==> config.mk <==
export PLATFORM = sky130hd
export DESIGN_NAME = weight_dequant_int8_or_codebook_unit
export DESIGN_NICKNAME = d
export VERILOG_FILES = /design/src/wdq_pkg.sv /design/src/wdq_decode.sv /design/src/wdq_pack.sv /design/src/weight_dequant_int8_or_codebook_unit.sv
export SDC_FILE = /design/constraint.sdc
export NUM_CORES = 1
export LEC_CHECK = 0
export ABC_AREA = 1
export BUFFER_PORTS_ARGS = -buffer_cell sky130_fd_sc_hd__clkbuf_2
export CAP_MARGIN = 25
export CORE_ASPECT_RATIO = 1.5
export CORE_MARGIN = 2
export CORE_UTILIZATION = 30
export DETAILED_ROUTE_END_ITERATION = 10
export GPL_ROUTABILITY_DRIVEN = 0
export GPL_TIMING_DRIVEN = 0
export SLEW_MARGIN = 40
export SYNTH_ARGS = -nofsm -noshare
export SYNTH_HDL_FRONTEND = slang
export SYNTH_SLANG_ARGS = --single-unit
==> constraint.sdc <==
create_clock -name clk -period 9.92 [get_ports clk]
set_input_delay 1.488 -clock clk [delete_from_list [all_inputs] [get_ports clk]]
set_output_delay 1.488 -clock clk [all_outputs]
set_load 0.01 [all_outputs]
==> src/wdq_pkg.sv <==
// Package for the weight dequantizer: shared types, constants and binary16 helpers.
// No dependencies.
package wdq_pkg;

  localparam int unsigned CbEntries = 16;
  localparam logic [3:0]  CbMask    = 4'hF;
  localparam logic [31:0] QuietNan  = 32'h7FC00000;

  // configuration register indexes (paddr[5:3])
  localparam logic [2:0]  CfgMode   = 3'd0;
  localparam logic [2:0]  CfgCb0    = 3'd1;
  localparam logic [2:0]  CfgCb1    = 3'd2;
  localparam logic [2:0]  CfgCb2    = 3'd3;
  localparam logic [2:0]  CfgCb3    = 3'd4;

  typedef enum logic [2:0] {
    RES_FINITE  = 3'd0,
    RES_ZERO    = 3'd1,
    RES_INF     = 3'd2,
    RES_DEFNAN  = 3'd3,
    RES_DIRECT  = 3'd4
  } res_kind_t;

  // stage-1 output: operands decoded into sign/significand/exponent
  typedef struct packed {
    res_kind_t   kind;
    logic        sign;
    logic [10:0] ma;
    logic [10:0] mb;
    logic [7:0]  ebias;   // e1 + e2 + 127, range 79..137
    logic [31:0] direct;
    logic        last;
  } dec_t;

  // stage-2 output: product computed
  typedef struct packed {
    res_kind_t   kind;
    logic        sign;
    logic [21:0] prod;
    logic [7:0]  ebias;
    logic [31:0] direct;
    logic        last;
  } mul_t;

  typedef struct packed {
    logic [31:0] weight;
    logic        last;
  } res_t;

  function automatic logic [4:0] lead_pos(input logic [21:0] m);
    logic [4:0] p;
    p = '0;
    for (int i = 0; i < 22; i++) begin
      if (m[i]) p = 5'(i);
    end
    return p;
  endfunction

  function automatic logic [31:0] pack_single(input logic s, input logic [21:0] m,
                                              input logic [8:0] ebase);
    logic [4:0]  p;
    logic [8:0]  bexp;
    logic [44:0] sh;
    p    = lead_pos(m);
    bexp = ebase + 9'(p);
    sh   = {23'd0, m} << (5'd23 - p);
    return {s, bexp[7:0], sh[22:0]};
  endfunction

  function automatic logic [31:0] widen_half(input logic [15:0] h);
    logic [31:0] r;
    if (h[14:10] == 5'h1F) begin
      r = {h[15], 8'hFF, h[9:0], 13'd0};
    end else if (h[14:10] == 5'd0) begin
      if (h[9:0] == 10'd0) r = {h[15], 31'd0};
      else r = pack_single(h[15], {12'd0, h[9:0]}, 9'd103);
    end else begin
      r = pack_single(h[15], {11'd0, 1'b1, h[9:0]}, 9'(h[14:10]) + 9'd102);
    end
    return r;
  endfunction

endpackage

==> src/wdq_decode.sv <==
// Stage 1: picks the code operand and classifies both operands.
// Depends on wdq_pkg.
module wdq_decode (
  input  logic              mode,
  input  logic [255:0]      codebook,
  input  logic [7:0]        quant_code,
  input  logic [15:0]       scale_half,
  input  logic              is_outlier,
  input  logic [15:0]       outlier_half,
  input  logic              last_weight,
  output wdq_pkg::dec_t     dec
);
  import wdq_pkg::*;

  logic [3:0]  idx;
  logic [15:0] entry;
  logic        a_s, a_inf, a_nan, b_s, b_inf, b_nan;
  logic [10:0] ma, mb;
  logic [5:0]  ea, eb;   // exponent + 24, per operand

  always_comb begin
    idx   = quant_code[3:0] & CbMask;
    entry = codebook[{idx, 4'd0} +: 16];
    a_inf = 1'b0;
    a_nan = 1'b0;
    if (!mode) begin
      a_s = quant_code[7];
      ma  = a_s ? 11'(9'd256 - {1'b0, quant_code}) : {3'd0, quant_code};
      ea  = 6'd24;
    end else begin
      a_s   = entry[15];
      a_nan = entry[14:10] == 5'h1F && entry[9:0] != '0;
      a_inf = entry[14:10] == 5'h1F && entry[9:0] == '0;
      ma    = (entry[14:10] == 5'd0) ? {1'b0, entry[9:0]} : {1'b1, entry[9:0]};
      ea    = (entry[14:10] == 5'd0) ? 6'd0 : 6'(entry[14:10]) - 6'd1;
    end
    b_s   = scale_half[15];
    b_nan = scale_half[14:10] == 5'h1F && scale_half[9:0] != '0;
    b_inf = scale_half[14:10] == 5'h1F && scale_half[9:0] == '0;
    mb    = (scale_half[14:10] == 5'd0) ? {1'b0, scale_half[9:0]}
                                        : {1'b1, scale_half[9:0]};
    eb    = (scale_half[14:10] == 5'd0) ? 6'd0 : 6'(scale_half[14:10]) - 6'd1;

    dec.sign   = a_s ^ b_s;
    dec.ma     = ma;
    dec.mb     = mb;
    // biased exponent base: e1 + e2 + 127 = ea + eb - 48 + 127
    dec.ebias  = {2'd0, ea} + {2'd0, eb} + 8'd79;
    dec.last   = last_weight;
    dec.direct = '0;
    if (is_outlier) begin
      dec.kind   = RES_DIRECT;
      dec.direct = widen_half(outlier_half);
    end else if (a_nan) begin
      dec.kind   = RES_DIRECT;
      dec.direct = widen_half(entry) | 32'h00400000;
    end else if (b_nan) begin
      dec.kind   = RES_DIRECT;
      dec.direct = widen_half(scale_half) | 32'h00400000;
    end else if (a_inf || b_inf) begin
      if ((!a_inf && ma == '0) || (!b_inf && mb == '0)) dec.kind = RES_DEFNAN;
      else dec.kind = RES_INF;
    end else if (ma == '0 || mb == '0) begin
      dec.kind = RES_ZERO;
    end else begin
      dec.kind = RES_FINITE;
    end
  end
endmodule

==> src/wdq_pack.sv <==
// Final stage logic: normalizes the exact product into binary32 bits, or emits zero, infinity, NaN or the direct value.
// Depends on wdq_pkg.
module wdq_pack (
  input  wdq_pkg::mul_t mul,
  output wdq_pkg::res_t res
);
  import wdq_pkg::*;

  always_comb begin
    res.last = mul.last;
    case (mul.kind)
      RES_FINITE: res.weight = pack_single(mul.sign, mul.prod, {1'b0, mul.ebias});
      RES_ZERO:   res.weight = {mul.sign, 31'd0};
      RES_INF:    res.weight = {mul.sign, 8'hFF, 23'd0};
      RES_DEFNAN: res.weight = QuietNan;
      RES_DIRECT: res.weight = mul.direct;
      default:    res.weight = QuietNan;
    endcase
  end
endmodule

==> src/weight_dequant_int8_or_codebook_unit.sv <==
// Weight dequantizer, int8 or 16-entry codebook times binary16 scale, binary32 out.
// Throughput 1 item per cycle while a valid output is not held by out_stall.
// Three register stages (decode, multiply, pack) advance together whenever the
// output stage is free or being taken; stall holds every stage.
// Reset (synchronous, rst_n low) clears stage valids, mode and codebook registers.
module weight_dequant_int8_or_codebook_unit (
  input  logic        clk,
  input  logic        rst_n,
  input  logic        in_valid,
  output logic        in_stall,
  input  logic [7:0]  in_quant_code,
  input  logic [15:0] in_scale_half,
  input  logic        in_is_outlier,
  input  logic [15:0] in_outlier_half,
  input  logic        in_last_weight,
  output logic        out_valid,
  input  logic        out_stall,
  output logic [31:0] out_weight_single,
  output logic        out_last_weight_out,
  input  logic        psel,
  input  logic        penable,
  input  logic        pwrite,
  input  logic [5:0]  paddr,
  input  logic [63:0] pwdata,
  output logic [63:0] prdata,
  output logic        pready
);
  import wdq_pkg::*;

  logic         mode_r;
  logic [255:0] cb_r;
  dec_t         dec, s1_r;
  mul_t         s2_r;
  res_t         res, s3_r;
  logic         v1_r, v2_r, v3_r, adv;
  logic [2:0]   ridx;

  assign pready = 1'b1;
  assign ridx   = paddr[5:3];

  always_ff @(posedge clk) begin
    if (!rst_n) begin
      mode_r <= 1'b0;
      cb_r   <= '0;
    end else if (psel && penable && pwrite) begin
      case (ridx)
        CfgMode: mode_r <= pwdata[0];
        CfgCb0:  cb_r[63:0]    <= pwdata;
        CfgCb1:  cb_r[127:64]  <= pwdata;
        CfgCb2:  cb_r[191:128] <= pwdata;
        CfgCb3:  cb_r[255:192] <= pwdata;
        default: ;
      endcase
    end
  end

  always_comb begin
    case (ridx)
      CfgMode: prdata = {63'd0, mode_r};
      CfgCb0:  prdata = cb_r[63:0];
      CfgCb1:  prdata = cb_r[127:64];
      CfgCb2:  prdata = cb_r[191:128];
      CfgCb3:  prdata = cb_r[255:192];
      default: prdata = '0;
    endcase
  end

  // whole pipe moves together; a free output slot lets bubbles collapse too
  assign adv      = !(v3_r && out_stall);
  assign in_stall = !adv;

  wdq_decode u_dec (
    .mode(mode_r), .codebook(cb_r), .quant_code(in_quant_code),
    .scale_half(in_scale_half), .is_outlier(in_is_outlier),
    .outlier_half(in_outlier_half), .last_weight(in_last_weight), .dec(dec)
  );

  wdq_pack u_pack (.mul(s2_r), .res(res));

  always_ff @(posedge clk) begin
    if (!rst_n) begin
      v1_r <= 1'b0;
      v2_r <= 1'b0;
      v3_r <= 1'b0;
    end else if (adv) begin
      v1_r <= in_valid;
      v2_r <= v1_r;
      v3_r <= v2_r;
    end
  end

  always_ff @(posedge clk) begin
    if (adv) begin
      s1_r        <= dec;
      s2_r.kind   <= s1_r.kind;
      s2_r.sign   <= s1_r.sign;
      s2_r.prod   <= {11'd0, s1_r.ma} * {11'd0, s1_r.mb};
      s2_r.ebias  <= s1_r.ebias;
      s2_r.direct <= s1_r.direct;
      s2_r.last   <= s1_r.last;
      s3_r        <= res;
    end
  end

  assign out_valid           = v3_r;
  assign out_weight_single   = s3_r.weight;
  assign out_last_weight_out = s3_r.last;
endmodule

After elaboration in Yosys (flattened, before gate mapping):

Cells that the tools add are included.
W data, S select, Z words.

* register bits: 427
* logic and storage cells: 200

* $add $sub $neg: 22
* multiply operators: 1
* equality and inequality tests: 10
* shift operators: 8
* muxes and demuxes: 103
* bitwise logic cells: 1
* reduce and logical (&&, ||, !) cells: 32

Operator list (number)
* $pmux W64 S5: 1
* $mux W31: 9
* $shiftx A256 B9 Y16: 1
* $mux W5: 34
* $pmux W32 S4: 1
* $mux W32: 3
* $shl A10 B5 Y23: 3
* $shl A11 B5 Y23: 3
* $mux W4: 14
* $mux W3: 17
* $mux W11: 4
* $sub A5 B5 Y5 const A: 7
* $add A8 B5 Y8: 4
* $logic_not A10 Y1: 3
* $add A5 B7 Y8 const B: 3
* $add A7 B5 Y8 const A: 3
* $shl A22 B5 Y23: 1
* $logic_not A11 Y1: 2
* $mul A11 B11 Y22: 1
* $reduce_bool A10 Y1: 2
* $mux W6: 3
* $mux W2: 8
* $eq A5 B5 Y1 const B: 3
* $logic_not A5 Y1: 3
* 15 further kinds: 44

Depth between registers and ports, before layout:

Gate-level depths: netlist of run 1.

* word-level depth: 25
* depth in mapped cells: 32
* depth with buffers taken out: 31

Hierarchy:

Synthesis of run 1 repeated with hierarchy kept, for this count alone.

* cell total of the unflattened synthesis: 3647
* area, all modules: 26620.5 um^2

Modules (own cells, without submodules)
* weight_dequant_int8_or_codebook_unit: instances 1, cells an instance 2289, area each 19832.8 um^2, seq. area each 10219.8 um^2
* wdq_decode: instances 1, cells an instance 957, area each 4918.5 um^2, seq. area each 0.0 um^2
* wdq_pack: instances 1, cells an instance 401, area each 1869.3 um^2, seq. area each 0.0 um^2

Worst setup path after synthesis of run 1:

OpenSTA, ideal clock, no wires.

* path kind: input to output
* from: in out_stall
* to: out in_stall
* arrival time: 5.620 ns
* data required time: 8.432 ns
* setup slack: 2.812 ns
* cell stages on the path: 2
* path through: nand2_1 -> inv_1

* word-level cells in the longest chain between the ends: 1

RTL lines
* start: declaration: line weight_dequant_int8_or_codebook_unit.sv:17 `input logic out_stall,`
* $logic_and A1 B1 Y1: line weight_dequant_int8_or_codebook_unit.sv:69 `assign adv = !(v3_r && out_stall);`
* end: declaration: line weight_dequant_int8_or_codebook_unit.sv:10 `output logic in_stall,`

No other way between the ends.

Worst setup path after layout of run 1:

* from: reg s1_r[59] in the netlist's numbering
* to: reg s2_r[61] in the netlist's numbering (data pin)

* word-level cells in the longest chain between the ends: 1

RTL lines
* start: declaration: line weight_dequant_int8_or_codebook_unit.sv:32 `dec_t dec, s1_r;`
* start signal: assignment: line weight_dequant_int8_or_codebook_unit.sv:94 `s1_r <= dec;`
* $mul A11 B11 Y22: line weight_dequant_int8_or_codebook_unit.sv:97 `s2_r.prod <= {11'd0, s1_r.ma} * {11'd0, s1_r.mb};`
* end: declaration: line weight_dequant_int8_or_codebook_unit.sv:33 `mul_t s2_r;`

No other way between the ends.
A chain may end at the register's enable or synchronous reset.

==> impl_metrics.csv, run 1 <==
group,metric,value,unit
run_status,outcome,"complete, no violations",
setup_path,cp_data_required_time,10.26,ns
cells_and_area,most_used_cells_in_the_layout_excluding_fill_and_tap_cells,"638 x nand2_1, 466 x o21ai_0, 434 x nor2_1",
setup_path,worst_setup_path_endpoint,"s2_r[61]",
setup_path,cp.arrival,6.67,ns
yosys,yosysSeqAreaShare,39.5,%
timing,timing.max_slew.rel_slack,30.6,%
yosys,synth.top_cell.area_share,20.3,%
drt,postRouteWirelength,107000,µm
timing,post-route-min-period,6.34,ns
drt,vias,25600,
clock_tree,htree_levels,2,
clock_tree,ctsResizeCount,0,
timing,fin_setup_tns,0,ns
clock_tree,clk_path_buf_depth,3,
drt,drt-wirelength-per-cell,21.9,µm
min_path,min-delay-path-class,"register to register",
cells_and_area,final_common_cell,"nand2_1",
clock_tree,cts_setup_buffers,0,
timing,max_freq,158,MHz
job,cap_violations,0,
yosys,synthCells,3419,
setup_path,crit_fanout,10,
setup_path,cp_slowest_stage_delay,0.56,ns
setup_path,path_class,"register to register",
grt,initial_antenna_violation_count,10,
cells_and_area,drive_gt1_share,10.6,%
setup_path,category_of_the_worst_setup_path_launch_point,"register",
floorplanning,die-area,88100,µm²
yosys,synth_edf_count,165,
timing,whs,0.412,ns
cells_and_area,syn_to_final_growth,16.4,%
setup_path,critPathSlowestCell,"fa_1",
timing,finalHoldViolations,0,
cells_and_area,multi_input_area,13100,µm²
floorplanning,fp.dieW,243,µm
floorplanning,core_region_area,84900,µm²
floorplanning,placementRows,131,
drt,drtAntennaViolNets,0,
clock_tree,clk_pin_slew,0.06,ns
yosys,distinct_cell_type_count_after_synthesis,61,
cells_and_area,fill_cells,9152,
timing,final.period_utilization,63.9,%
cells_and_area,finish.net_count,3973,
power_and_ir_drop,power.static_leakage,13.2,nW
grt,grt_max_degree,46,
floorplanning,fp.dieH,362,µm
drt,detail_route.first_pass.iterations,6,
timing,timing_max_transition_violations_final,0,
timing,worst-slew-pin-transition,1.04,ns
yosys,ys.flop_type,"dfxtp_1",
clock_tree,cts.sinks,425,
timing,final-setup-viol-count,0,
power_and_ir_drop,worst_ir_drop_vdd,140,µV
setup_path,reg2reg_from,"s1_r[59]",
setup_path,worst_r2r_dst,"s2_r[61]",
cells_and_area,finalCoreUtilization,35.2,%
setup_path,reg_to_reg_setup_timing_slack,3.58,ns
place,dp_hpwl,83300,µm
cells_and_area,area_of_all_sequential_standard_cells,10200,µm²
setup_path,worstSetupEndpointType,"register",
timing,grt_setup_unrepaired,"no",
yosys,synthArstFlopShare,0,%
floorplanning,initial_core_util,30.3,%
power_and_ir_drop,pwr_density_cell,206,nW/µm²
clock_tree,clock_tree.root_cell,"clkbuf_16",
setup_path,r2r_cells,25,
yosys,netlist.top_cell.by_area,"dfxtp_1",
yosys,synth_warnings,0,
grt,first_global_vias,24900,
min_path,start_point_of_the_worst_hold_path,"s1_r[17]",
timing,clock_skew,0.0491,ns
clock_tree,numCtsBuffers,47,
drt,post_drt_via_cell_ratio,5.27,
floorplanning,ioPinCount,219,
yosys,ys_top_cells_by_area,"dfxtp_1 20%, edfxtp_1 19%, nand2_1 9.3%",
drt,drc,0,
yosys,postSynthAreaPerCell,7.52,µm²
yosys,netlist_area,25700,µm²
place,port_buffers,208,
clock_tree,cts_tree,"yes",
setup_path,setup.worst_path.start,"s1_r[59]",
clock_tree,post_cts_hold_buffer_count,0,
yosys,ys_ff_latch,425,
clock_tree,worst_skew_pair.late_latency,0.62,ns
drt,drt_first_iter_violations,2850,
grt,track_usage,23.6,%
grt,grt_first_pass_wirelength,156000,µm
grt,grt_remaining_overflow,0,
[worst min-delay path by stage]
stage	cells after the start	slack, ns	endpoint
2_1_floorplan	0	0.40	out_last_weight_out
3_3_place_gp	0	0.40	s2_r[1]
3_5_place_dp	0	0.40	s2_r[21]
4_1_cts	0	0.41	s2_r[7]
5_1_grt	0	0.42	out_last_weight_out
6_report	0	0.41	s2_r[17]
[through the flow]
step                worst slack (ns)  instances  power (W)  instance area [µm²]
finish                          3.58       4867    0.00616                29900
CTS                             3.62       4860    0.00616                29900
global placement               0.941       4769    0.00436                28200
detailed placement              3.26       4773    0.00438                28300
global route                    3.21       4862    0.00655                29900
floorplan                       2.81       3431    0.00371                25700
[cell usage after synthesis, types with 3 or more instances]
library cell  instances
a31oi_1              12
fa_1                 82
o211ai_1             25
a21boi_0              3
o2111ai_1            42
buf_4                11
edfxtp_1            165
o31ai_1               4
o21ai_1              26
ha_1                 79
inv_2                14
buf_1                 5
o21ai_0             466
inv_1               395
buf_6                 8
nand3_1             148
buf_2                28
a21oi_1             240
a22o_1                3
clkinv_1              6
nor3_1               16
nand4_1              22
a221o_1              13
xnor2_1              13
o221ai_1              4
or2_2                 3
nor4_1                3
clkbuf_1            152
o22ai_1              27
nand2_1             639
nor2_1              437
mux2i_1               3
dfxtp_1             260
xor2_1               23
nor2_2                4
[cell type report]
cell class / instances / area share [%]
buffer: 204 / 3.11
clock buffer: 66 / 4.51
timing repair buffer: 213 / 3.77
tap: 1130 / 4.73
sequential: 425 / 34.0
antenna: 6 / 0.0502
multi-input combinational: 2386 / 43.9
clock inverter: 21 / 0.682
inverter: 416 / 5.23
[metal layers]
layer / wire, µm / vias up / GRT usage, %
met5: 46 / - / 0
met4: 9070 / 8 / 17.3
met3: 9640 / 475 / 4.60
met2: 50900 / 1513 / 40.8
met1: 37000 / 11800 / 25.6
li1: - / 11900 / -
[flip-flops by register name, summed over array words and instances (netlist names), 32 cells and up]
register and cells:
cb_r 256, out_weight_single 32, s1_r 66, s2_r 66
[cells by family after synthesis]
logic type	after synthesis	share of synthesized area, %
AND/OR/NAND/NOR	1282	20.0
AO/OA/AOI/OAI	890	19.2
buffers and inverters	620	9.60
flip-flops	425	39.5
adder cells (fa/ha/maj)	161	10.2
XOR/XNOR	36	1.23
multiplexers	3	0.117
other	2	0.0292
[critical path, delay by kind of cell, from the launching register on]
family | cells | cell delay [ns]
xor+xnor | 1 | 0.15
compound gates | 7 | 1.51
flops | 1 | 0.37
fa+ha+maj | 6 | 2.84
simple gates | 5 | 0.47
buf+inv | 6 | 0.76
[power by group]
| part | switching, W | internal, W |
|---|---|---|
| sequential | 0.0000904 | 0.00205 |
| combinational | 0.00145 | 0.000780 |
| clock | 0.000785 | 0.00101 |
(Power assumes the default switching activity.)
==> run 2, diff against run 1 <==
Clock period 9.92 ns to 5.7 ns, I/O delays scaled along.
==> run 2 against run 1 <==
Effect of this change:
- critical path depth unchanged
- clock power up 86%
- clock-buffer cell count decreased by 7
- final cell count rose by 0.18%
- clock skew rose by 0.015 ns
- sequential cell count stayed put
- fmax up 17%
- register-to-register slack got worse by 3.3 ns
- cell area rose by 1.1%
- critical endpoint unchanged
- largest power group unchanged
==> impl_metrics.csv, run 2 (synthesis gave the netlist of run 1 again) <==
group,metric,value,unit
run_status,outcome,"complete, no violations",
power_and_ir_drop,p_total,0.0111,W
drt,post_drt_via_cell_ratio,5.29,
power_and_ir_drop,cell_internal_pwr,0.00690,W
drt,detail_route.first_pass.iterations,8,
setup_path,critPathSlowestCell,"fa_1",
timing,max_freq,185,MHz
cells_and_area,max_flop_register,"cb_r",
cells_and_area,final_common_cell,"nand2_1",
clock_tree,clk_path_buf_depth,3,
setup_path,critPathTopFamily,"adder cells",
setup_path,cp_data_required_time,6.04,ns
grt,grt_max_degree,60,
timing,whs,0.414,ns
power_and_ir_drop,power.static_leakage,13.3,nW
cells_and_area,reg.largest.list,"cb_r (256), s1_r (66), s2_r (66)",
grt,track_usage,23.6,%
clock_tree,worst_skew_pair.late_latency,0.66,ns
cells_and_area,final_design_area_no_fill,30200,µm²
place,place_worst_setup_slack,-0.600,ns
setup_path,reg_to_reg_setup_timing_slack,0.29,ns
clock_tree,numCtsBuffers,48,
min_path,worst_hold_path.num_cells,0,
setup_path,cp_slowest_stage_delay,0.52,ns
power_and_ir_drop,worst_ir_drop_vdd,239,µV
min_path,start_point_of_the_worst_hold_path,"s1_r[28]",
place,dp_hpwl,82800,µm
timing,clock_skew,0.0644,ns
setup_path,category_of_the_worst_setup_path_launch_point,"register",
power_and_ir_drop,net-switching-power,0.00420,W
setup_path,worst_r2r_dst,"s2_r[61]",
cells_and_area,largest_register_ff_count,256,
power_and_ir_drop,pwr_density_cell,367,nW/µm²
power_and_ir_drop,power_frac_clock,30.1,%
cells_and_area,finish.net_count,3981,
power_and_ir_drop,seqPwrFrac,33.6,%
clock_tree,clk_pin_slew,0.06,ns
floorplanning,fp.dieW,243,µm
place,port_buffers,208,
clock_tree,clock_tree.root_cell,"clkbuf_16",
setup_path,worstSetupEndpointType,"register",
timing,worst-slew-pin-transition,1.00,ns
place,post_dp_cell_area,28300,µm²
timing,post-route-min-period,5.41,ns
timing,final_critical_path_setup_slack,0.288,ns
timing,finalHoldViolations,0,
cells_and_area,final-instance-count-excl-fill,4876,
drt,drt-wirelength-per-cell,21.9,µm
floorplanning,placementRows,131,
grt,grt_remaining_overflow,0,
clock_tree,post_cts_hold_buffer_count,0,
drt,drt_first_iter_violations,3002,
clock_tree,cts_tree,"yes",
power_and_ir_drop,netSwitchingFraction,37.8,%
floorplanning,initial_core_util,30.3,%
drt,drtAntennaViolNets,0,
timing,final.period_utilization,94.9,%
setup_path,reg2reg_from,"s1_r[55]",
grt,grt_first_pass_wirelength,156000,µm
min_path,min-delay-path-class,"register to register",
floorplanning,fp.dieH,362,µm
floorplanning,core_region_area,84900,µm²
setup_path,cp.arrival,5.76,ns
setup_path,r2r_cells,25,
min_path,timing.hold.worst_endpoint,"s2_r[28]",
timing,timing.max_slew.rel_slack,33.2,%
setup_path,path_class,"register to register",
grt,first_global_vias,24800,
timing,timing_max_transition_violations_final,0,
cells_and_area,drive_gt1_share,11.9,%
power_and_ir_drop,power.combinational.fraction,36.3,%
clock_tree,htree_levels,2,
job,cap_violations,0,
clock_tree,cts.sinks,425,
floorplanning,ioPinCount,219,
cells_and_area,most_used_cells_in_the_layout_excluding_fill_and_tap_cells,"637 x nand2_1, 462 x o21ai_0, 432 x nor2_1",
drt,drc,0,
cells_and_area,syn_to_final_growth,17.6,%
setup_path,setup.worst_path.start,"s1_r[55]",
timing,final-setup-viol-count,0,
grt,initial_antenna_violation_count,9,
place,numPlacedInstances,4772,
setup_path,crit_fanout,7,
floorplanning,die-area,88100,µm²
drt,postRouteWirelength,107000,µm
drt,vias,25800,
setup_path,cp_num_buf_inv,6,
run 2: cell types whose count changed in the layout (fill, tap and decap cells not counted), moves of 4 or more:
| cell | change |
|---|---|
| buf_12 | -4 |
| buf_4 | +19 |
| clkbuf_1 | -27 |
| o21ai_0 | -4 |
| o21ai_2 | +4 |
run 2: how the worst max path moves through the flow:
stage,cells past startpoint,to
6_report,25,s2_r[61]
5_1_grt,25,s2_r[62]
4_1_cts,24,s2_r[61]
3_5_place_dp,25,s2_r[61]
3_3_place_gp,25,s2_r[61]
2_1_floorplan,25,s2_r[61]
run 2: area by class of cell:
type,count,area (µm²)
buffer,192,906
inverter,416,1560
clock inverter,31,353
multi-input combinational,2386,13200
sequential,425,10200
clock buffer,59,1340
timing repair buffer,232,1270
tap,1130,1410
antenna,5,12.5
fill,9093,54700
run 2: metal layers:
| layer | routed length (µm) | GRT usage (%) | up-vias |
|---|---|---|---|
| met5 | 42 | 0 | - |
| met3 | 9790 | 4.83 | 505 |
| met2 | 50800 | 40.6 | 1572 |
| li1 | - | - | 11900 |
| met4 | 9530 | 18.4 | 6 |
| met1 | 36700 | 25.3 | 11800 |
run 2: stage by stage:
step,util (%),setup TNS (ns)
floorplan,-,0
global placement,33.2,-2.87
detailed placement,33.3,-2.89
CTS,35.4,0
global route,35.6,-0.0230
finish,35.6,0
run 2: timing repair:
| action | CTS | global route |
|---|---|---|
| pin swaps | 1 | 4 |
| buffers inserted | 13 | 7 |
| resized for setup | 11 | 25 |
| setup endpoints to repair | 5 | 8 |
run 2: power groups by stage:
stage	sequential, W	combinational [W]	clock, W
2_1_floorplan	0.00378	0.00268	0
3_3_place_gp	0.00379	0.00381	0
3_5_place_dp	0.00379	0.00382	0
4_1_cts	0.00373	0.00387	0.00336
5_1_grt	0.00376	0.00456	0.00347
6_report	0.00373	0.00403	0.00334
